$ cat src/rtl/core/pointcloud_to_scan_binner_assert.svh
// ----------------------------------------------------------------------------
// Assertion macros for the scan binner
// Property wrappers clocked on clk and disabled while arst_n is low.
// ----------------------------------------------------------------------------
`ifndef POINTCLOUD_TO_SCAN_BINNER_ASSERT_SVH
`define POINTCLOUD_TO_SCAN_BINNER_ASSERT_SVH

// Same-cycle implication.
`define PTSB_ASSERT_IMPL(lbl, ante, cons, msg) \
	lbl: assert property (@(posedge clk) disable iff (!arst_n) (ante) |-> (cons)) \
		else $error(msg);

// Next-cycle implication.
`define PTSB_ASSERT_NEXT(lbl, ante, cons, msg) \
	lbl: assert property (@(posedge clk) disable iff (!arst_n) (ante) |=> (cons)) \
		else $error(msg);

`endif

$ cat src/rtl/core/ptsb_pkg.sv
// ----------------------------------------------------------------------------
// ptsb_pkg
// Shared types, constants and the arctangent table of the scan binner.
// ----------------------------------------------------------------------------
package ptsb_pkg;

	localparam int NUM_BINS_DEF = 720;

	localparam int COORD_W = 20;
	localparam int RANGE_W = 20;
	localparam int REFL_W  = 8;
	localparam int ANGLE_W = 16;
	localparam int SCALE_W = 16;
	localparam int RBIN_W  = 10;
	localparam int RAD_W   = 40;

	localparam int CORDIC_STEPS = 30;
	localparam int SQRT_STEPS   = 20;
	localparam int CNT_W        = $clog2(CORDIC_STEPS);

	localparam int APB_ADDR_W = 5;
	localparam int APB_DATA_W = 32;

	localparam logic [2:0] REG_MIN_HEIGHT = 3'd0;
	localparam logic [2:0] REG_MAX_HEIGHT = 3'd1;
	localparam logic [2:0] REG_ANGLE_LOW  = 3'd2;
	localparam logic [2:0] REG_ANGLE_HIGH = 3'd3;
	localparam logic [2:0] REG_BIN_SCALE  = 3'd4;

	localparam logic signed [COORD_W-1:0] MIN_HEIGHT_RST = 20'sd0;
	localparam logic signed [COORD_W-1:0] MAX_HEIGHT_RST = 20'sd200;
	localparam logic signed [ANGLE_W-1:0] ANGLE_LOW_RST  = -16'sd16384;
	localparam logic signed [ANGLE_W-1:0] ANGLE_HIGH_RST = 16'sd16384;
	localparam logic [SCALE_W-1:0]        BIN_SCALE_RST  = 16'd1438;

	// Status of the iterative distance and angle unit.
	typedef struct packed {
		logic                       done;
		logic signed [ANGLE_W-1:0]  angle;
		logic [RANGE_W-1:0]         dist_mm;
	} ptsb_res_t;

	// atan(2^-i) in units of 2^32 per turn, truncated.
	function automatic logic [31:0] atan_entry(input logic [CNT_W-1:0] i);
		logic [31:0] v;
		unique case (i)
			5'd0:  v = 32'd536870912;
			5'd1:  v = 32'd316933405;
			5'd2:  v = 32'd167458907;
			5'd3:  v = 32'd85004756;
			5'd4:  v = 32'd42667331;
			5'd5:  v = 32'd21354465;
			5'd6:  v = 32'd10679838;
			5'd7:  v = 32'd5340245;
			5'd8:  v = 32'd2670163;
			5'd9:  v = 32'd1335086;
			5'd10: v = 32'd667544;
			5'd11: v = 32'd333772;
			5'd12: v = 32'd166886;
			5'd13: v = 32'd83443;
			5'd14: v = 32'd41721;
			5'd15: v = 32'd20860;
			5'd16: v = 32'd10430;
			5'd17: v = 32'd5215;
			5'd18: v = 32'd2607;
			5'd19: v = 32'd1303;
			5'd20: v = 32'd651;
			5'd21: v = 32'd325;
			5'd22: v = 32'd162;
			5'd23: v = 32'd81;
			5'd24: v = 32'd40;
			5'd25: v = 32'd20;
			5'd26: v = 32'd10;
			5'd27: v = 32'd5;
			5'd28: v = 32'd2;
			5'd29: v = 32'd1;
			default: v = 32'd0;
		endcase
		return v;
	endfunction

endpackage

$ cat src/rtl/core/ptsb_iter.sv
// ----------------------------------------------------------------------------
// ptsb_iter
// Iterative CORDIC vectoring for the point angle, with a bit-serial integer
// square root of x*x+y*y running on the same step counter.
// ----------------------------------------------------------------------------
module ptsb_iter
	import ptsb_pkg::*;
(
	input  logic                       clk,
	input  logic                       arst_n,
	input  logic                       start,
	input  logic signed [COORD_W-1:0]  x,
	input  logic signed [COORD_W-1:0]  y,
	input  logic [RAD_W-1:0]           rad,
	output ptsb_res_t                  res
);

	localparam logic [CNT_W-1:0] LAST_STEP = CNT_W'(CORDIC_STEPS - 1);

	logic               busy_q;
	logic               done_q;
	logic [CNT_W-1:0]   cnt_q;
	logic signed [63:0] cx_q;
	logic signed [63:0] cy_q;
	logic [31:0]        cz_q;
	logic               zero_q;
	logic [RAD_W-1:0]   rem_q;
	logic [RAD_W:0]     root_q;
	logic [RAD_W-1:0]   bit_q;

	logic signed [63:0] x_ext;
	logic signed [63:0] y_ext;
	logic signed [63:0] dx;
	logic signed [63:0] dy;
	logic [RAD_W:0]     trial;
	logic [31:0]        z_round;

	// Coordinates enter scaled by 2^40 so the shifted terms keep their precision.
	assign x_ext = {{(64 - COORD_W - 40){x[COORD_W-1]}}, x, 40'd0};
	assign y_ext = {{(64 - COORD_W - 40){y[COORD_W-1]}}, y, 40'd0};
	assign dx    = cy_q >>> cnt_q;
	assign dy    = cx_q >>> cnt_q;
	assign trial = root_q + {1'b0, bit_q};
	assign z_round = cz_q + 32'h0000_8000;

	always_ff @(posedge clk or negedge arst_n) begin
		if (!arst_n) begin
			busy_q <= 1'b0;
			done_q <= 1'b0;
			cnt_q  <= '0;
		end else begin
			done_q <= busy_q && (cnt_q == LAST_STEP);
			if (start) begin
				busy_q <= 1'b1;
				cnt_q  <= '0;
			end else if (busy_q) begin
				if (cnt_q == LAST_STEP) begin
					busy_q <= 1'b0;
				end
				cnt_q <= cnt_q + 1'b1;
			end
		end
	end

	always_ff @(posedge clk) begin
		if (start) begin
			zero_q <= (x == '0) && (y == '0);
			if (x[COORD_W-1]) begin
				cx_q <= -x_ext;
				cy_q <= -y_ext;
				cz_q <= 32'h8000_0000;
			end else begin
				cx_q <= x_ext;
				cy_q <= y_ext;
				cz_q <= 32'h0000_0000;
			end
			rem_q  <= rad;
			root_q <= '0;
			bit_q  <= RAD_W'(1) << (2 * SQRT_STEPS - 2);
		end else if (busy_q) begin
			if (!cy_q[63]) begin
				cx_q <= cx_q + dx;
				cy_q <= cy_q - dy;
				cz_q <= cz_q + atan_entry(cnt_q);
			end else begin
				cx_q <= cx_q - dx;
				cy_q <= cy_q + dy;
				cz_q <= cz_q - atan_entry(cnt_q);
			end
			if (cnt_q < CNT_W'(SQRT_STEPS)) begin
				if ({1'b0, rem_q} >= trial) begin
					rem_q  <= rem_q - trial[RAD_W-1:0];
					root_q <= (root_q >> 1) + {1'b0, bit_q};
				end else begin
					root_q <= root_q >> 1;
				end
				bit_q <= bit_q >> 2;
			end
		end
	end

	assign res.done    = done_q;
	assign res.angle   = zero_q ? '0 : $signed(z_round[31:16]);
	assign res.dist_mm = root_q[RANGE_W-1:0];

endmodule

$ cat config.mk
export PLATFORM = sky130hd
export DESIGN_NAME = ptsb_iter
export DESIGN_NICKNAME = d
export VERILOG_FILES = /design/src/rtl/core/pointcloud_to_scan_binner_assert.svh /design/src/rtl/core/ptsb_pkg.sv /design/src/rtl/core/ptsb_iter.sv
export SDC_FILE = /design/constraint.sdc
export NUM_CORES = 2
export LEC_CHECK = 0
export BUFFER_PORTS_ARGS = -buffer_cell sky130_fd_sc_hd__buf_4
export CAP_MARGIN = 20
export CORE_MARGIN = 5
export CORE_UTILIZATION = 29
export CTS_CLUSTER_DIAMETER = 30
export DETAILED_ROUTE_END_ITERATION = 10
export GPL_TIMING_DRIVEN = 0
export SLEW_MARGIN = 0
export SYNTH_ARGS = -nofsm -noshare
export SYNTH_HDL_FRONTEND = slang
export SYNTH_SLANG_ARGS = --single-unit
$ cat constraint.sdc
create_clock -name clk -period 11.2 [get_ports clk]
set_input_delay 2.24 -clock clk [delete_from_list [all_inputs] [get_ports clk]]
set_output_delay 2.24 -clock clk [all_outputs]
set_load 0.05 [all_outputs]
==> run summary <==
area taken by multi-input logic gates: 30600 um2
Rows: 136
setup ws final: -0.242 ns
CTS tree: built
Synth cell types: 99
PD cells: 382 nW/um2
CTS H-tree lvls: 3
Max Fclk: 87.4 MHz
WHS: 0.476 ns
ranking of synthesized cells by area: edfxtp_1 15%, mux4_2 9.2%, ha_1 7.9%
slowest CP cell: buf_1
CTS Buf Count: 101
gr usage total: 31.7%
Port Buffers: 119
Resized cells post-CTS: 0
CTS root buffer: clkbuf_16
status: complete, but fails checks
worst vdd ir: 161 uV
CTS Sinks: 269
Avg Cell Area, Syn: 8.24 um2
GPL Wtd Cong: 1.07
clk_lat worst skew: 0.78 ns
CP Buf/Inv Count: 11
critical path required time: 11.64 ns
Die Y: 381 um
placed cell count: 6807
Die Wd: 381 um
main flop type after synthesis: edfxtp_1
Core ar.: 137000 um2
area of the die: 145000 um2
first-pass GRT wire length: 331000 um
final hold violation count: 0
via count: 44500
area fraction of the dominant cell type after synthesis: 15.1%
Post-CTS Setup Bufs: 0
vias in the first global route: 42200
leading cell types by count after synthesis: 474 x nor2_1, 467 x nand2_1, 368 x a21oi_1
final WL: 241000 um
fin crit period: 11.44 ns
Slew Limit Headroom: 11.0%
Layout Area Growth over Synthesis: 17.8%
Worst Clk Skew: 0.0897 ns
actual slew at the worst max-slew pin: 1.34 ns
CP delay by family, top: buffers and inverters
CP Class: register to register
Avg WL per Cell: 34.4 um
max cap viols: 0
synthesized instance count: 4851
DR iter-0 viols: 5868
I/O pins: 120
Post-synth EDFFs: 201
Initial Util: 29.1%
hold buffers post-CTS: 0
Hold Crit Class: register to register
Post-layout nets: 5456
Longest Clk Path Bufs: 3
Setup-failing EPs final: 4
fin. max-slew vios: 0
synthesized cell area: 40000 um2
worst-path maximum fanout: 19
CP dominant cell by count: buf_2
Yosys reg bits: 269
drt first pass iters: 8
crit path DAT: 11.89 ns
initial antenna violation count: 21
Leak: 18.5 nW
most common cell in the netlist: nor2_1
CP startpoint kind: register
Synth Warn #: 0
post-route ant nets: 0
Synth async-reset ratio: 2.60%
Largest stage delay, worst path: 0.79 ns
grt total ovfl: 0
fillers: 14300
HPWL after DPL: 188000 um
violated checks: setup timing
Worst Setup End Kind: register
area leader, netlist: edfxtp_1
R2R Setup Slk: -0.24 ns
Final Cycle Share: 102%
post-route cell area: 47100 um2
number of remaining DRC errors: 0
largest net degree at the start of global routing: 57
register area: 7430 um2
Clk pin slew, worst setup/hold paths: 0.04 ns
register area share after synthesis: 18.6%
share of layout cells above drive strength 1: 15.0%
Mapped Nets: 5190
Placed Area: 43800 um2
routed vias/inst: 6.35
Finished Layout Cells: 7002
-- kinds of logic after synthesis --
family	count (synthesis)	synth area share [%]
XOR/XNOR	414	9.07
flip-flops	269	18.6
multiplexers	456	17.0
buffers and inverters	437	4.86
AND/OR/NAND/NOR	1548	18.2
AO/OA/AOI/OAI	1471	24.2
adder cells (fa/ha/maj)	256	8.09
-- layout by cell type, fill, tap and decap left out, types with 163 or more instances in the layout --
master / synthesis / layout
nand2_1: 467 / 466
xnor2_1: 250 / 250
mux4_2: 163 / 163
nor2_1: 474 / 474
clkbuf_1: 182 / 193
edfxtp_1: 201 / 201
xor2_1: 164 / 164
mux2i_1: 177 / 177
o21ai_0: 281 / 280
a21oi_1: 368 / 368
ha_1: 252 / 252
-- state kept, by name, indices dropped and copies added (netlist names), 5 cells and up --
name	flops
cx_q	64
bit_q	20
root_q	41
cz_q	32
rem_q	40
cnt_q	5
cy_q	64
-- per-stage QoR --
step	worst slack (ns)	total power [mW]	utilization, %	TNS [ns]
after floorplan	3.30	11.1	-	0
after global placement	-0.722	14.8	31.4	-33.36
after detailed placement	-0.493	14.9	31.9	-2.01
after CTS	0.218	17.7	34.3	0
after global routing	-0.00123	19.1	34.3	-0.00123
final	-0.242	18.0	34.3	-0.682
-- worst reg2reg max path, cell delays in order, from the launching register on --
cell and delay (ns):
dfrtp_1 0.48, buf_2 0.32, buf_2 0.36, buf_2 0.44, buf_2 0.58, clkbuf_4 0.69
buf_2 0.64, buf_2 0.46, buf_2 0.43, buf_1 0.65, buf_1 0.79, a21oi_1 0.11
a31o_2 0.27, a21oi_1 0.16, xor2_1 0.41, ha_1 0.19, clkbuf_1 0.33, nand3_1 0.12
or4_1 0.53, or4_1 0.60, o221ai_1 0.53, o21ai_0 0.37, o211ai_1 0.44, nand3_1 0.24
a31oi_1 0.55, a21boi_0 0.21, xor2_1 0.18, o21ai_0 0.09
-- per-layer routing --
metal / share of wire [%] / vias to the layer above / track usage [%]
met2: 41 / 2765 / 46.9
li1: - / 18900 / -
met4: 8.6 / 8 / 22.0
met5: 0.023 / - / 0
met1: 40 / 21900 / 39.8
met3: 9.9 / 816 / 9.04
-- report_power, final --
group          leakage (nW)  internal (mW)  switching [mW]  total [mW]
registers              2.83           1.73           0.911        2.64
logic                  14.1           4.90            7.87        12.8
clock network          1.60           1.75           0.856        2.61
total                  18.5           8.37            9.63        18.0
-- worst paths after layout --
check	start	to	cells past startpoint
max	cnt_q[2]	cx_q[58]	27
max in group asynchronous	arst_n	cnt_q[4]	1
min in group asynchronous	arst_n	done_q	1
min	bit_q[22]	bit_q[20]	2
min reg2reg	bit_q[22]	bit_q[20]	2
max reg2reg	cnt_q[2]	cx_q[58]	27
-- area by class of cell --
type | count | area share, %
diodes | 10 | 0.0532
well taps | 1794 | 4.77
flip-flops and latches | 269 | 15.8
clock inverters | 50 | 0.869
plain buffers | 338 | 3.37
clock buffers | 134 | 6.00
multi-input cells | 4145 | 65.1
repair buffers | 165 | 3.32
inverters | 97 | 0.773
Power figures use the tool's default switching activity.
